**src/hdl/edit_distance_engine_defines.svh**
```systemverilog
// Assertion helpers shared by the edit distance engine.
`ifndef EDIT_DISTANCE_ENGINE_DEFINES_SVH
`define EDIT_DISTANCE_ENGINE_DEFINES_SVH

// Consequent checked in the same cycle as the antecedent.
`define EDE_ASSERT_NOW(lbl, ck, rn, ante, cons, msg) \
	lbl: assert property (@(posedge ck) disable iff (!rn) (ante) |-> (cons)) else $error(msg);

// Consequent checked in the cycle after the antecedent.
`define EDE_ASSERT_NEXT(lbl, ck, rn, ante, cons, msg) \
	lbl: assert property (@(posedge ck) disable iff (!rn) (ante) |=> (cons)) else $error(msg);

`endif

```
**src/hdl/ede_pkg.sv**
```systemverilog
`timescale 1ns / 1ps

package ede_pkg;

	localparam int unsigned SYM_W  = 8;
	localparam int unsigned DIST_W = 7;

	typedef enum logic {
		CMD_LOAD   = 1'b0,
		CMD_STREAM = 1'b1
	} cmd_t;

	// control part of a token moving down the cell row
	typedef struct packed {
		logic             valid;
		logic             last;
		logic             adv;
		logic             ovf;
		logic [SYM_W-1:0] sym;
	} tok_ctl_t;

	// first-string load broadcast to the cells
	typedef struct packed {
		logic             init;
		logic             we;
		logic [SYM_W-1:0] sym;
	} ld_ctl_t;

endpackage

```
**src/hdl/ede_cell.sv**
```systemverilog
`timescale 1ns / 1ps

module ede_cell #(
	parameter int unsigned MAX_LEN = 64,
	parameter int unsigned IDX = 1,
	localparam int unsigned W = $clog2(MAX_LEN + 1)
) (
	input  logic              clk,
	input  logic              arst_n,
	input  logic              en,
	input  ede_pkg::ld_ctl_t  ld,
	input  logic [W-1:0]      widx,
	input  ede_pkg::tok_ctl_t tin,
	input  logic [W-1:0]      lin,
	input  logic [W-1:0]      din,
	output ede_pkg::tok_ctl_t tout,
	output logic [W-1:0]      lout,
	output logic [W-1:0]      dout
);

	logic [ede_pkg::SYM_W-1:0] ch_q;
	logic [W-1:0]              val_q;
	logic                      act_q;

	logic                      wsel;
	logic                      hit;
	logic [W-1:0]              m1;
	logic [W-1:0]              m;
	logic [W-1:0]              newv;

	assign wsel = ld.we && (widx == W'(IDX - 1));
	assign hit  = ch_q == tin.sym;
	assign m1   = (lin < din) ? lin : din;
	assign m    = (val_q < m1) ? val_q : m1;
	assign newv = hit ? din : m + W'(1);

	always_ff @(posedge clk or negedge arst_n) begin
		if (!arst_n) begin
			act_q <= 1'b0;
			val_q <= W'(IDX);
			tout  <= '0;
		end else begin
			if (ld.init) begin
				act_q <= 1'b0;
				val_q <= W'(IDX);
			end
			if (wsel) begin
				act_q <= 1'b1;
			end
			if (en && tin.valid) begin
				// closing word puts the row back to index values
				if (tin.last) begin
					val_q <= W'(IDX);
				end else if (act_q && tin.adv) begin
					val_q <= newv;
				end
			end
			if (en) begin
				tout <= tin;
			end
		end
	end

	always_ff @(posedge clk) begin
		if (wsel) begin
			ch_q <= ld.sym;
		end
		if (en) begin
			// cells past the first string just forward the running value
			lout <= act_q ? (tin.adv ? newv : val_q) : lin;
			dout <= val_q;
		end
	end

endmodule

```
**config.mk**
```make
export PLATFORM = sky130hd
export DESIGN_NAME = ede_cell
export DESIGN_NICKNAME = d
export VERILOG_FILES = /design/src/hdl/edit_distance_engine_defines.svh /design/src/hdl/ede_pkg.sv /design/src/hdl/ede_cell.sv
export SDC_FILE = /design/constraint.sdc
export NUM_CORES = 1
export LEC_CHECK = 0
export BUFFER_PORTS_ARGS = -buffer_cell sky130_fd_sc_hd__buf_2
export CAP_MARGIN = 20
export CORE_AREA = 2 2 73 75
export DETAILED_ROUTE_END_ITERATION = 8
export DIE_AREA = 0 0 75 77
export HOLD_SLACK_MARGIN = 0.15
export PLACE_DENSITY = 0.78
export SYNTH_ARGS = -nofsm -noshare
export SYNTH_HDL_FRONTEND = slang
export SYNTH_SLANG_ARGS = --single-unit
```
**constraint.sdc**
```tcl
create_clock -name clk -period 4 [get_ports clk]
set_clock_uncertainty 0.1 [all_clocks]
set_input_delay 0.4 -clock clk [delete_from_list [all_inputs] [get_ports clk]]
set_output_delay 0.4 -clock clk [all_outputs]
set_load 0.005 [all_outputs]
```
After elaboration in Yosys (flattened, before gate mapping)
Cells that the tools add are included.
{"block": "classes", "eq_ne": 1, "magnitude_cmp": 2, "n_mux": 11, "n_reduce_logical": 5, "add_sub_neg": 1}
{"op": "$mux 7", "count": 9}
{"op": "$lt 7x7->1", "count": 2}
{"op": "$eq 8x8->1", "count": 1}
{"op": "$add 7x1->7 const B", "count": 1}
{"op": "$logic_not 7->1", "count": 1}
{"op": "$logic_and 1x1->1", "count": 3}
{"op": "$mux 1", "count": 2}
{"op": "$reduce_bool 2->1", "count": 1}
{"block": "totals", "reg_bits": 42, "output_inout_bits": 26, "wordCells": 30}

Depth between registers and ports, before layout
{"block": "logic_depth", "word_depth": 9, "depth_mapped": 25}

Worst setup path after synthesis
OpenSTA, ideal clock, no wires.
{"block": "synth_timing", "path_kind": "in2reg", "start": "input din[2]", "end": "register lout[6], data pin", "arrival_ns": 3.797, "required_time_ns": 3.642, "path_slack_ns": -0.155, "path_buffers": 2, "cell_stages": 25, "setup_ns": 0.258, "cell_sequence": "inv_1 ha_1 a21oi_1 o21ai_2 a21oi_4 buf_4 nor2_1 a21oi_1 ha_1 nor2b_1 a311oi_1 nor3_1 mux2i_1 a21oi_1 buf_4 nor2_1 a21oi_1 ha_1 inv_1 nor4_1 mux2_2 xor2_1 mux2i_1 nand2_1 a21oi_1"}
{"block": "synth_via", "elab_chain_len": 8}
{"item": "from (decl)", "line_no": "ede_cell.sv:15", "source": "input logic [W-1:0] din,"}
{"item": "$lt 7x7->1", "line_no": "ede_cell.sv:33", "source": "assign m1 = (lin < din) ? lin : din;"}
{"item": "$mux 7 (*)", "line_no": "ede_cell.sv:33"}
{"item": "$lt 7x7->1", "line_no": "ede_cell.sv:34", "source": "assign m = (val_q < m1) ? val_q : m1;"}
{"item": "$mux 7 (*)", "line_no": "ede_cell.sv:34"}
{"item": "$add 7x1->7 (*)", "line_no": "ede_cell.sv:35", "source": "assign newv = hit ? din : m + W'(1);"}
{"item": "$mux 7 (*)", "line_no": "ede_cell.sv:35"}
{"item": "$mux 7 (*) (2 in a row)", "line_no": "ede_cell.sv:70", "source": "lout <= act_q ? (tin.adv ? newv : val_q) : lin;"}
{"item": "to (signal assigned)", "line_no": "ede_cell.sv:70"}
{"item": "to (decl)", "line_no": "ede_cell.sv:17", "source": "output logic [W-1:0] lout,"}
Every way passes the cells marked *; elsewhere a longest branch is shown, timed or not.
A chain may end at the register's enable or synchronous reset.

Worst setup path in the final report
{"block": "layout_timing", "start": "input din[6]", "end": "register lout[6], data pin"}
{"block": "layout_via", "elab_chain_len": 8}
{"item": "$lt 7x7->1", "line_no": "ede_cell.sv:33"}
{"item": "$mux 7", "line_no": "ede_cell.sv:33"}
{"item": "$lt 7x7->1", "line_no": "ede_cell.sv:34"}
{"item": "$mux 7", "line_no": "ede_cell.sv:34"}
{"item": "$add 7x1->7", "line_no": "ede_cell.sv:35"}
{"item": "$mux 7 (*)", "line_no": "ede_cell.sv:35"}
{"item": "$mux 7 (*) (2 in a row)", "line_no": "ede_cell.sv:70"}
Marked as above.

==> flow_summary.ini <==
[critical_path]
crit_top_cell = a21oi_2
crit_path_end_kind = flip-flop
crit_path_max_incr_delay_ps = 270
r2r-end = lout[6]$_DFFE_PP_
cp_max_fo = 5
cp_num_buf_inv = 4
path_delay_family = compound AO/OA/AOI/OAI gates
startpoint_type = input pin
cp.required_ps = 4050
cp_slowest_cell = a211oi_1
r2r-start = val_q[1]$_DFF_PN0_
crit_type = in2reg
rrSetupSlack_ps = 800
arrival_ps = 3910
rr_worst_depth = 17

[floorplan]
rows = 26
die_w_um = 75
initial_core_util_pct = 50.7
dieArea_um2 = 5780
core_region_area_um2 = 4980
io_pins = 72
dieHeight_um = 77

[timing]
whs_ps = 177
setup_viol_count_final = 0
relSlewSlack_pct = 44.8
min_period_ps = 3860
fmax_mhz = 259
drv_slew = 0
fin_setup_tns_ps = 0
worstMarginPinSlew_ps = 821
finalCritPeriodShare_pct = 96.5
setup_ws_ps = 142
hold_viol = 0

[place]
hpwlAfterDp_um = 5100
placed_cell_area_um2 = 3290
gp_congestion = 0.897
dp_slack_ps = -252
dp.cells = 413
portBuffers = 71

[route]
drt-pass1-iter-count = 4
routed_wl_um = 6700
met1Wirelength_um = 2730
dr_wl_met2_um = 3400
wl_met3_um = 486
via_per_inst = 5.47
drc = 0
top_layer_used = met4
ant_nets = 0
wire_per_inst_um = 15.8
num_vias = 2324
drt-initial-drc-count = 147

[finish]
syn_to_final_growth_pct = 39.2
final_cell_mix = 71 x buf_2, 35 x buf_4, 22 x edfxtp_1
fin_cells = 425
diodes = 0
stdcell_area_um2 = 3510
final_layout_size_suffix_gt1_share_pct = 46.5
final_common_cell = buf_2
fin_util_pct = 70.6
fin_nets = 412

[clocking]
htreeDepth = 2
clk-insertion-delay-late_ps = 290
numCtsBuffers = 5
cts_root_buffer = clkbuf_8
cts.clk_slew.worst_paths_ps = 80
clkSinkCount = 42
clock_path_buffers = 2
cts_tree = done

[synth]
async_flop_share_pct = 47.6
synth_seq_cells = 42
synth_edf_count = 22
yosys.area.top_type = edfxtp_1
synth_cell_types = 45
syn_nets = 301
synth_cells = 243
avgSynthCellArea_um2 = 10.4
yosysWarnings = 0
synth-main-ff-cell = edfxtp_1
yosysSeqAreaShare_pct = 46.1
netlist_area_um2 = 2520
synth.top_cell.area_share_pct = 26.2
netlist_top_cells_area = edfxtp_1 26%, dfrtp_1 19%, ha_1 5.9%

[min_path]
hold_class = in2reg
hold_end = ch_q[7]$_DFFE_PP_
hold_start = ld[7]
holdPathStages = 1

[pwr]
power_mw = 0.974
pwr_density_cell_nw_per_um2 = 277
p_leak_nw = 1.57
irDropWorstVdd_uv = 296

[grt]
antenna_found_initial = 0
first_global_vias = 2298
grt.total_usage_pct = 23.8
grt_max_degree = 28
grt_first_pass_wirelength_um = 10600
overflow = 0

[outcome]
status = completed

[job]
drv_cap = 0
-- worst register-to-register path, stage by stage, from the launching register on --
cell and delay (ps):
dfrtp_1 500, ha_4 230, nor2b_2 150, a311oi_2 230, nor3_1 70, mux2i_1 260, a21oi_2 120, buf_6 150
nor2_4 90, a21oi_2 40, ha_2 210, nand3_1 90, nor2_1 50, mux2_4 250, xor2_1 140, mux2i_1 140
nand2_1 100, a21oi_2 140
-- cell families after synthesis --
logic type                 after synthesis  synth area share (%)
xor gates and xnor gates                16                  5.55
muxes                                   24                  10.1
buffers and inverters                   21                  3.47
adders and majority gates               12                  5.95
and+or+nand+nor                         74                  14.0
DFF                                     42                  46.1
AOI/OAI and AO/OA                       54                  14.9
-- report_power, final --
group	internal, mW	switching, mW	leakage (nW)
Combinational	0.116	0.111	1.07
Clock	0.123	0.142	0.0452
Sequential	0.474	0.00766	0.458
Total	0.713	0.261	1.57
-- cell usage after synthesis, types with 2 or more instances --
master / instances
xnor2_1: 2
inv_1: 14
nor4_1: 4
a21o_1: 3
o31ai_1: 2
xor2_1: 14
mux2i_1: 12
nand2b_1: 2
ha_1: 12
a211oi_1: 2
nand3_1: 10
and3_1: 3
edfxtp_1: 22
clkbuf_1: 3
nor2b_1: 2
a21oi_1: 14
o21ai_0: 8
nand2_1: 19
mux2_2: 12
a311oi_1: 2
o21ai_1: 6
a32oi_1: 5
a211o_1: 2
nor2_1: 23
dfrtp_1: 19
a211oi_2: 2
buf_4: 2
nor3_1: 4
and2_1: 2
-- what timing repair did --
action | 4_1_cts | 5_1_grt
gates resized for setup | 0 | 18
hold buffers | 1 | 0
endpoints found under the hold margin | 19 | 0
setup endpoints to repair | 0 | 5
setup buffers | 0 | 2
-- state kept, by name, indices dropped and copies added (netlist names) --
register,count
tout,12
val_q,7
act_q,1
dout,7
lout,7
ch_q,8
-- layout make-up --
class	count	area [µm²]
multi-input cells	181	1450
clock inverters	2	13.8
clock buffers	6	72.6
inverters	14	57.6
flip-flops and latches	42	1160
well taps	70	87.6
repair buffers	110	671
fillers	377	1460
-- how the worst max path moves through the flow --
stage | startpoint | endpoint | cells past startpoint
global route | din[6] | lout[6]$_DFFE_PP_ | 24
CTS | din[6] | lout[6]$_DFFE_PP_ | 25
global placement | din[6] | lout[6]$_DFFE_PP_ | 23
detailed placement | din[6] | lout[6]$_DFFE_PP_ | 25
floorplan | din[2] | lout[6]$_DFFE_PP_ | 23
finish | din[6] | lout[6]$_DFFE_PP_ | 25
-- layer usage --
| layer | global-route usage, % | vias up |
|---|---|---|
| li1 | - | 1111 |
| met1 | 31.9 | 1096 |
| met2 | 39.1 | 106 |
| met3 | 5.12 | 11 |
| met4 | 5.36 | 0 |
| met5 | 0 | - |
Power figures use the tool's default switching activity.
