## config.mk

```make
export PLATFORM = sky130hd
export DESIGN_NAME = ede_head
export DESIGN_NICKNAME = d
export VERILOG_FILES = /design/src/hdl/edit_distance_engine_defines.svh /design/src/hdl/ede_pkg.sv /design/src/hdl/ede_head.sv
export SDC_FILE = /design/constraint.sdc
export NUM_CORES = 1
export LEC_CHECK = 0
export BUFFER_PORTS_ARGS = -buffer_cell sky130_fd_sc_hd__buf_2
export CORE_MARGIN = 10
export CORE_UTILIZATION = 51
export DETAILED_ROUTE_END_ITERATION = 10
export GPL_ROUTABILITY_DRIVEN = 0
export PLACE_DENSITY = 0.76
export SLEW_MARGIN = 20
export SYNTH_ARGS = -nofsm -noshare
export SYNTH_HDL_FRONTEND = slang
export SYNTH_SLANG_ARGS = --single-unit
export TNS_END_PERCENT = 5
```

## constraint.sdc

```tcl
create_clock -name clk -period 1.9 [get_ports clk]
set_input_delay 0.095 -clock clk [delete_from_list [all_inputs] [get_ports clk]]
set_output_delay 0.095 -clock clk [all_outputs]
set_load 0.05 [all_outputs]
```

## src/hdl/edit_distance_engine_defines.svh

```systemverilog
// Assertion helpers shared by the edit distance engine.
`ifndef EDIT_DISTANCE_ENGINE_DEFINES_SVH
`define EDIT_DISTANCE_ENGINE_DEFINES_SVH

// Consequent checked in the same cycle as the antecedent.
`define EDE_ASSERT_NOW(lbl, ck, rn, ante, cons, msg) \
	lbl: assert property (@(posedge ck) disable iff (!rn) (ante) |-> (cons)) else $error(msg);

// Consequent checked in the cycle after the antecedent.
`define EDE_ASSERT_NEXT(lbl, ck, rn, ante, cons, msg) \
	lbl: assert property (@(posedge ck) disable iff (!rn) (ante) |=> (cons)) else $error(msg);

`endif

```

## src/hdl/ede_pkg.sv

```systemverilog
`timescale 1ns / 1ps

package ede_pkg;

	localparam int unsigned SYM_W  = 8;
	localparam int unsigned DIST_W = 7;

	typedef enum logic {
		CMD_LOAD   = 1'b0,
		CMD_STREAM = 1'b1
	} cmd_t;

	// control part of a token moving down the cell row
	typedef struct packed {
		logic             valid;
		logic             last;
		logic             adv;
		logic             ovf;
		logic [SYM_W-1:0] sym;
	} tok_ctl_t;

	// first-string load broadcast to the cells
	typedef struct packed {
		logic             init;
		logic             we;
		logic [SYM_W-1:0] sym;
	} ld_ctl_t;

endpackage

```

## src/hdl/ede_head.sv

```systemverilog
`timescale 1ns / 1ps

module ede_head #(
	parameter int unsigned MAX_LEN = 64,
	localparam int unsigned W = $clog2(MAX_LEN + 1)
) (
	input  logic                      clk,
	input  logic                      arst_n,
	input  logic                      acc,
	input  logic                      en,
	input  ede_pkg::cmd_t             cmd,
	input  logic [ede_pkg::SYM_W-1:0] sym,
	input  logic                      last,
	output ede_pkg::tok_ctl_t         tok_s0,
	output logic [W-1:0]              left_s0,
	output logic [W-1:0]              diag_s0,
	output ede_pkg::ld_ctl_t          ld_s0,
	output logic [W-1:0]              widx_s0
);

	logic [W-1:0] first_len_q;
	logic [W-1:0] sec_idx_q;
	logic         ovf_seen_q;
	logic         first_over_q;
	logic         load_closed_q;

	logic         start;
	logic [W-1:0] len;
	logic         room;
	logic         adv;
	logic         is_load;
	logic         is_stream;

	// a load word while the load is closed begins a new first string
	assign start     = load_closed_q;
	assign len       = start ? '0 : first_len_q;
	assign room      = len < W'(MAX_LEN);
	assign adv       = sec_idx_q < W'(MAX_LEN);
	assign is_load   = acc && (cmd == ede_pkg::CMD_LOAD);
	assign is_stream = acc && (cmd == ede_pkg::CMD_STREAM);

	always_ff @(posedge clk or negedge arst_n) begin
		if (!arst_n) begin
			first_len_q   <= '0;
			sec_idx_q     <= '0;
			ovf_seen_q    <= 1'b0;
			first_over_q  <= 1'b0;
			load_closed_q <= 1'b1;
		end else if (acc) begin
			unique case (cmd)
				ede_pkg::CMD_LOAD: begin
					if (start) begin
						sec_idx_q <= '0;
					end
					first_len_q   <= room ? len + W'(1) : len;
					first_over_q  <= (!start && first_over_q) || !room;
					ovf_seen_q    <= (!start && ovf_seen_q) || !room;
					load_closed_q <= last;
				end
				ede_pkg::CMD_STREAM: begin
					load_closed_q <= 1'b1;
					if (last) begin
						sec_idx_q  <= '0;
						ovf_seen_q <= first_over_q;
					end else if (adv) begin
						sec_idx_q <= sec_idx_q + W'(1);
					end else begin
						ovf_seen_q <= 1'b1;
					end
				end
				default: begin
				end
			endcase
		end
	end

	always_ff @(posedge clk or negedge arst_n) begin
		if (!arst_n) begin
			tok_s0 <= '0;
			ld_s0  <= '0;
		end else begin
			if (en) begin
				tok_s0.valid <= is_stream;
				tok_s0.last  <= last;
				tok_s0.adv   <= adv;
				tok_s0.ovf   <= ovf_seen_q || !adv;
				tok_s0.sym   <= sym;
			end
			ld_s0.init <= is_load && start;
			ld_s0.we   <= is_load && room;
			ld_s0.sym  <= sym;
		end
	end

	// column zero of the new row is the second-string index plus one (held at MAX_LEN once full); diag is the index
	always_ff @(posedge clk) begin
		if (en) begin
			left_s0 <= adv ? sec_idx_q + W'(1) : sec_idx_q;
			diag_s0 <= sec_idx_q;
		end
		widx_s0 <= len;
	end

endmodule

```

# Word level (Yosys, flattened, before mapping)
# Index checks and enable logic that the tools add are counted.
# op_classes
addsub,2
n_lt_le_gt_ge,2
n_eq_ne,2
muxes,10
bitwise,1
n_reduce_logical,15
# op_table
cell,n
$mux W7,5
$add A7 B1 Y7 const B,2
$lt A7 B7 Y1 const B,2
$pmux W7 S2,1
$logic_and A1 B1 Y1,6
$reduce_and A2 Y1,3
$pmux W1 S2,2
$logic_not A1 Y1,3
$logic_or A1 B1 Y1,3
$ne A3 B3 Y1 const B,1
$mux W1,2
$ne A2 B2 Y1 const B,1
$not A1 Y1,1
# totals
reg_bits,60
out_inout_bits,43
word_cells,48

# Depth between registers and ports, before layout
# depth
ltp_word,5
mapped_depth,7
mapped_depth_nobuf,6

# Least setup slack after synthesis
# No wires, ideal clock.
# synth_timing
path_kind,flip-flop to flip-flop
startpoint,register load_closed_q
endpoint,register first_len_q[4]
arrival_ns,1.434
path_slack_ns,0.330
stages_incl_launch_ff,8
path_cell_list,dfstp_2 -> clkbuf_1 -> nor2b_1 -> ha_1 -> nand4b_1 -> nor3_1 -> a21oi_1 -> o21ai_0
# synth_via
elab_chain_len,3
word_cells_on_any_way,4
# synth_lines
element,line,rtl
"start, declared",ede_head.sv:25,logic load_closed_q;
"start signal, assigned",ede_head.sv:58,load_closed_q <= last;
$mux W7 *,ede_head.sv:36,assign len = start ? '0 : first_len_q;
net len[1],ede_head.sv:28,logic [W-1:0] len;
$add A7 B1 Y7 or $lt A7 B7 Y1 (tied branches),"ede_head.sv:55, ede_head.sv:37",
$mux W7 *,ede_head.sv:55,first_len_q <= room ? len + W'(1) : len;
"end signal, assigned",ede_head.sv:55,
"end, declared",ede_head.sv:21,logic [W-1:0] first_len_q;
# Mark *: on every way through the listed nets, which the timed path passes. The rest lies on a longest branch.
# A chain may end at the register's enable or synchronous reset.

# Worst setup path in the final report
# Ends and elaborated chain as after synthesis.

==> run summary <==
For the length of the first detailed-routing pass in iterations, the log shows 4. The net count of the finished layout is 248. For this run, the slowest stage of the critical path takes 680 ps. In this run the power density over the cells is 1050 nW/um2. Clock transition time at the flip-flop clock pins of the worst setup and hold paths: 60 ps. Setup repair after global routing left no endpoint under its margin. The number of max-cap violations was 0; the logic depth of the worst setup path including buffers was 6. Clock latency at the later pin of the worst-skew pair: 320 ps. The detailed placement HPWL was 3040 um. The signal on the critical path passes through nor2b_1 -> ha_1 -> nand4b_1 -> nor3_1 -> a21oi_1 -> o21ai_0.

The area after detailed placement is 2550 um2. Buffers inserted to repair hold after CTS numbered 9. The leakage power total is 1.33 nW, and the post-cts sizing count is 0. The number of cells traversed by the worst register-to-register path was 6. Data arrives at the worst endpoint at 1740 ps. Global routing consumed, over all layers together, 12.6% of the routing resources.

Leaving out fill and tap cells, the most frequent cell in the layout is sky130_fd_sc_hd__buf_2. The area growth from synthesis to layout is 26.3%. The run gives 0 as the initial antenna violation count. The mean routed wirelength per cell is 15.4 um.

The number of slew-limit violations in the final report was 0; the cell area after layout was 2830 um2. The launch instance of the worst register-to-register path is load_closed_q. Clock skew on the completed layout was measured at 6.22 ps.

The routed wire length came out at 4460 um. The total overflow left after global routing is 0. The final-layout setup total negative slack is 0 ps. Derived from the worst setup path, the maximum achievable clock frequency is 648 MHz.

Post-CTS repair timing setup buffer count: 0. The number of warning messages in the yosys log was 0. For the pin with the worst max-slew slack, the measured transition is 584 ps. The initial utilization of the core area, before any placement, comes to 52.1%. The count of buffers added on input and output ports is 56. The tools report the number of I/O pins as 57. The top cell type by total area after synthesis was sky130_fd_sc_hd__dfrtp_1.

The tools report the sort of element at the start of the critical path as a flop. The logs give 68.7% for the sequential cell area fraction in the yosys report and 2 for the maximum buffer depth of the clock tree. Buffer cell driving the clock tree root: sky130_fd_sc_hd__clkbuf_8.

The post-synthesis cell area was 2240 um2; the final clock period utilization by the worst path was 81.2%. The first global-routing pass estimated 7320 um of wire. The total area inside the core boundary comes to 4290 um2. The clock net in this run drives a total of 60 sinks. After synthesis, the largest area contributor takes up 42.5% of total cell area. The start-to-end type of the worst setup path is reg -> reg.

The tools report the CTS buffer count as 9. TritonCTS built the clock tree. Counting the fill cells in the layout gives 332. The detail route stage leaves a number of antenna-violating nets equal to 0.

In this run the number of H-tree levels came out at 3. The kind of end point of the critical path was a flop. The repair_antennas step left the layout with diodes totalling 0.

The slowest stage of the critical path belongs to the cell sky130_fd_sc_hd__dfstp_2. The worst register-to-register path has a setup slack of 360 ps. STA puts the critical path data required time at 2100 ps. The tools report the total chip power as 2.97 mW.

Tracing the worst setup path back leads to its startpoint at load_closed_q. The buffer and inverter count on the worst path works out to 0. Along the worst path, the maximum fanout reaches 16.

The library cells used most frequently in the layout, excluding fill and tap cells, are 56 x sky130_fd_sc_hd__buf_2, 38 x sky130_fd_sc_hd__dfrtp_1, 14 x sky130_fd_sc_hd__edfxtp_1. The netlist uses 39 different library cells. For this block, the via count after detailed routing is 1469. Ranked by total cell area, the synthesized netlist is headed by sky130_fd_sc_hd__dfrtp_1 42%, sky130_fd_sc_hd__edfxtp_1 19%, sky130_fd_sc_hd__mux2_2 6.5%. The synthesized netlist cell count was 160; the worst IR drop on VDD was 0.673 mV.

Of the cells placed in the final design, the portion with a size suffix greater than 1 is 37.1%. The start point of the worst hold path is acc. The die covers 7440 um2. A synthesized cell averages 14.0 um2. Measured on the finished design, the core utilization comes to 65.9%. After the first detailed-routing iteration, the DRC count stood at 97. Using the TritonRoute via totals, the vias-per-cell ratio works out to 5.08.

The number of nets handed over by synthesis was 176. The class of the tightest hold or removal check was in -> reg. The row count was 24. The flow ran to the end, and the final reports show no timing, DRC or antenna violations.

In this run the tightest slew margin relative to its limit is 60.8%. Entering global routing, the biggest net connects 40 pins. After synthesis the netlist holds a flip-flop and latch count of 60. The number of hold violations in the final report is 0. Grouping stages by cell kind, the critical path spends the most delay in flip-flops. In this run the critical register-to-register path is captured at first_len_q[4].

Hold is met by 45.7 ps. The tools report the total DRC errors in the routed layout as 0. The horizontal die dimension was 86.3 um; the via count of the first global-routing pass was 1497.

The worst hold path terminates at load_closed_q. The final-report setup violation count was 0. The worst hold path passes through 2 cells. From bottom edge to top edge, the die measures 86.3 um. The clock period could shrink to 1540 ps.
==> cell type report <==
class / count / area (um2) / area share [%]
clock buffers: 10 / 128 / 4.51
clock inverters: 6 / 55.1 / 1.95
inverters: 3 / 11.3 / 0.398
multi-input cells: 92 / 653 / 23.1
flip-flops and latches: 60 / 1540 / 54.4
well taps: 52 / 65.1 / 2.30
repair buffers: 66 / 378 / 13.4
==> cells in the mapped netlist <==
master / count
sky130_fd_sc_hd__a21o_1: 1
sky130_fd_sc_hd__nand4_1: 2
sky130_fd_sc_hd__dfxtp_1: 7
sky130_fd_sc_hd__o21ai_1: 1
sky130_fd_sc_hd__and3_1: 1
sky130_fd_sc_hd__a221o_1: 1
sky130_fd_sc_hd__dfstp_2: 1
sky130_fd_sc_hd__a32o_1: 4
sky130_fd_sc_hd__inv_1: 3
sky130_fd_sc_hd__clkbuf_1: 1
sky130_fd_sc_hd__nand4b_1: 1
sky130_fd_sc_hd__nor2b_1: 8
sky130_fd_sc_hd__o22a_1: 1
sky130_fd_sc_hd__edfxtp_1: 14
sky130_fd_sc_hd__o211ai_1: 1
sky130_fd_sc_hd__or4_1: 1
sky130_fd_sc_hd__ha_1: 2
sky130_fd_sc_hd__nor4_1: 1
sky130_fd_sc_hd__xor2_1: 1
sky130_fd_sc_hd__o21ai_0: 5
sky130_fd_sc_hd__nand2_1: 11
sky130_fd_sc_hd__nand4b_4: 1
sky130_fd_sc_hd__nand2b_1: 1
sky130_fd_sc_hd__a31oi_1: 1
sky130_fd_sc_hd__a21boi_0: 1
sky130_fd_sc_hd__nor3_1: 1
sky130_fd_sc_hd__mux2_2: 13
sky130_fd_sc_hd__buf_6: 2
sky130_fd_sc_hd__and4bb_1: 1
sky130_fd_sc_hd__buf_2: 2
sky130_fd_sc_hd__nand3b_1: 1
sky130_fd_sc_hd__a21oi_1: 7
sky130_fd_sc_hd__dfrtp_1: 38
sky130_fd_sc_hd__nand2b_4: 1
sky130_fd_sc_hd__xnor2_1: 4
sky130_fd_sc_hd__nand3_1: 3
sky130_fd_sc_hd__o31ai_1: 2
sky130_fd_sc_hd__nor2_1: 11
sky130_fd_sc_hd__and2_1: 2
==> layer usage <==
layer	GRT usage (%)	part of all wire [%]
met1	14.4	42
met2	19.3	50
met3	6.10	7.5
met4	6.19	0.61
met5	0	0
==> through the flow <==
step,setup WS [ps],std cells
2_1_floorplan,330,160
3_3_place_gp,410,264
3_5_place_dp,381,264
4_1_cts,364,289
5_1_grt,246,289
6_report,358,289
==> how the worst max path moves through the flow <==
stage | end | slack [ps]
2_1_floorplan | first_len_q[4] | 330
3_3_place_gp | first_len_q[4] | 410
3_5_place_dp | first_len_q[4] | 380
4_1_cts | first_len_q[4] | 360
5_1_grt | first_len_q[4] | 250
6_report | first_len_q[4] | 360
==> logic make-up after synthesis <==
family | count (synthesis) | synth area share (%)
AO/OA/AOI/OAI | 25 | 7.49
XOR/XNOR | 5 | 1.96
adder cells (fa/ha/maj) | 2 | 1.12
buffers and inverters | 8 | 2.12
flip-flops | 60 | 68.7
multiplexers | 13 | 6.54
AND/OR/NAND/NOR | 47 | 12.1
==> power by group <==
| part | total [mW] | switching, mW | internal (mW) |
|---|---|---|---|
| Sequential | 1.47 | 0.0562 | 1.41 |
| Combinational | 0.448 | 0.322 | 0.126 |
| Clock | 1.06 | 0.464 | 0.594 |
| Total | 2.97 | 0.843 | 2.13 |
==> registers in the layout (all words and copies together) (netlist names) <==
register	flops
tok_s0	12
first_len_q	7
ld_s0	10
load_closed_q	1
sec_idx_q	7
widx_s0	7
diag_s0	7
first_over_q	1
left_s0	7
ovf_seen_q	1
No activity file was read; power rests on OpenSTA's default activity.
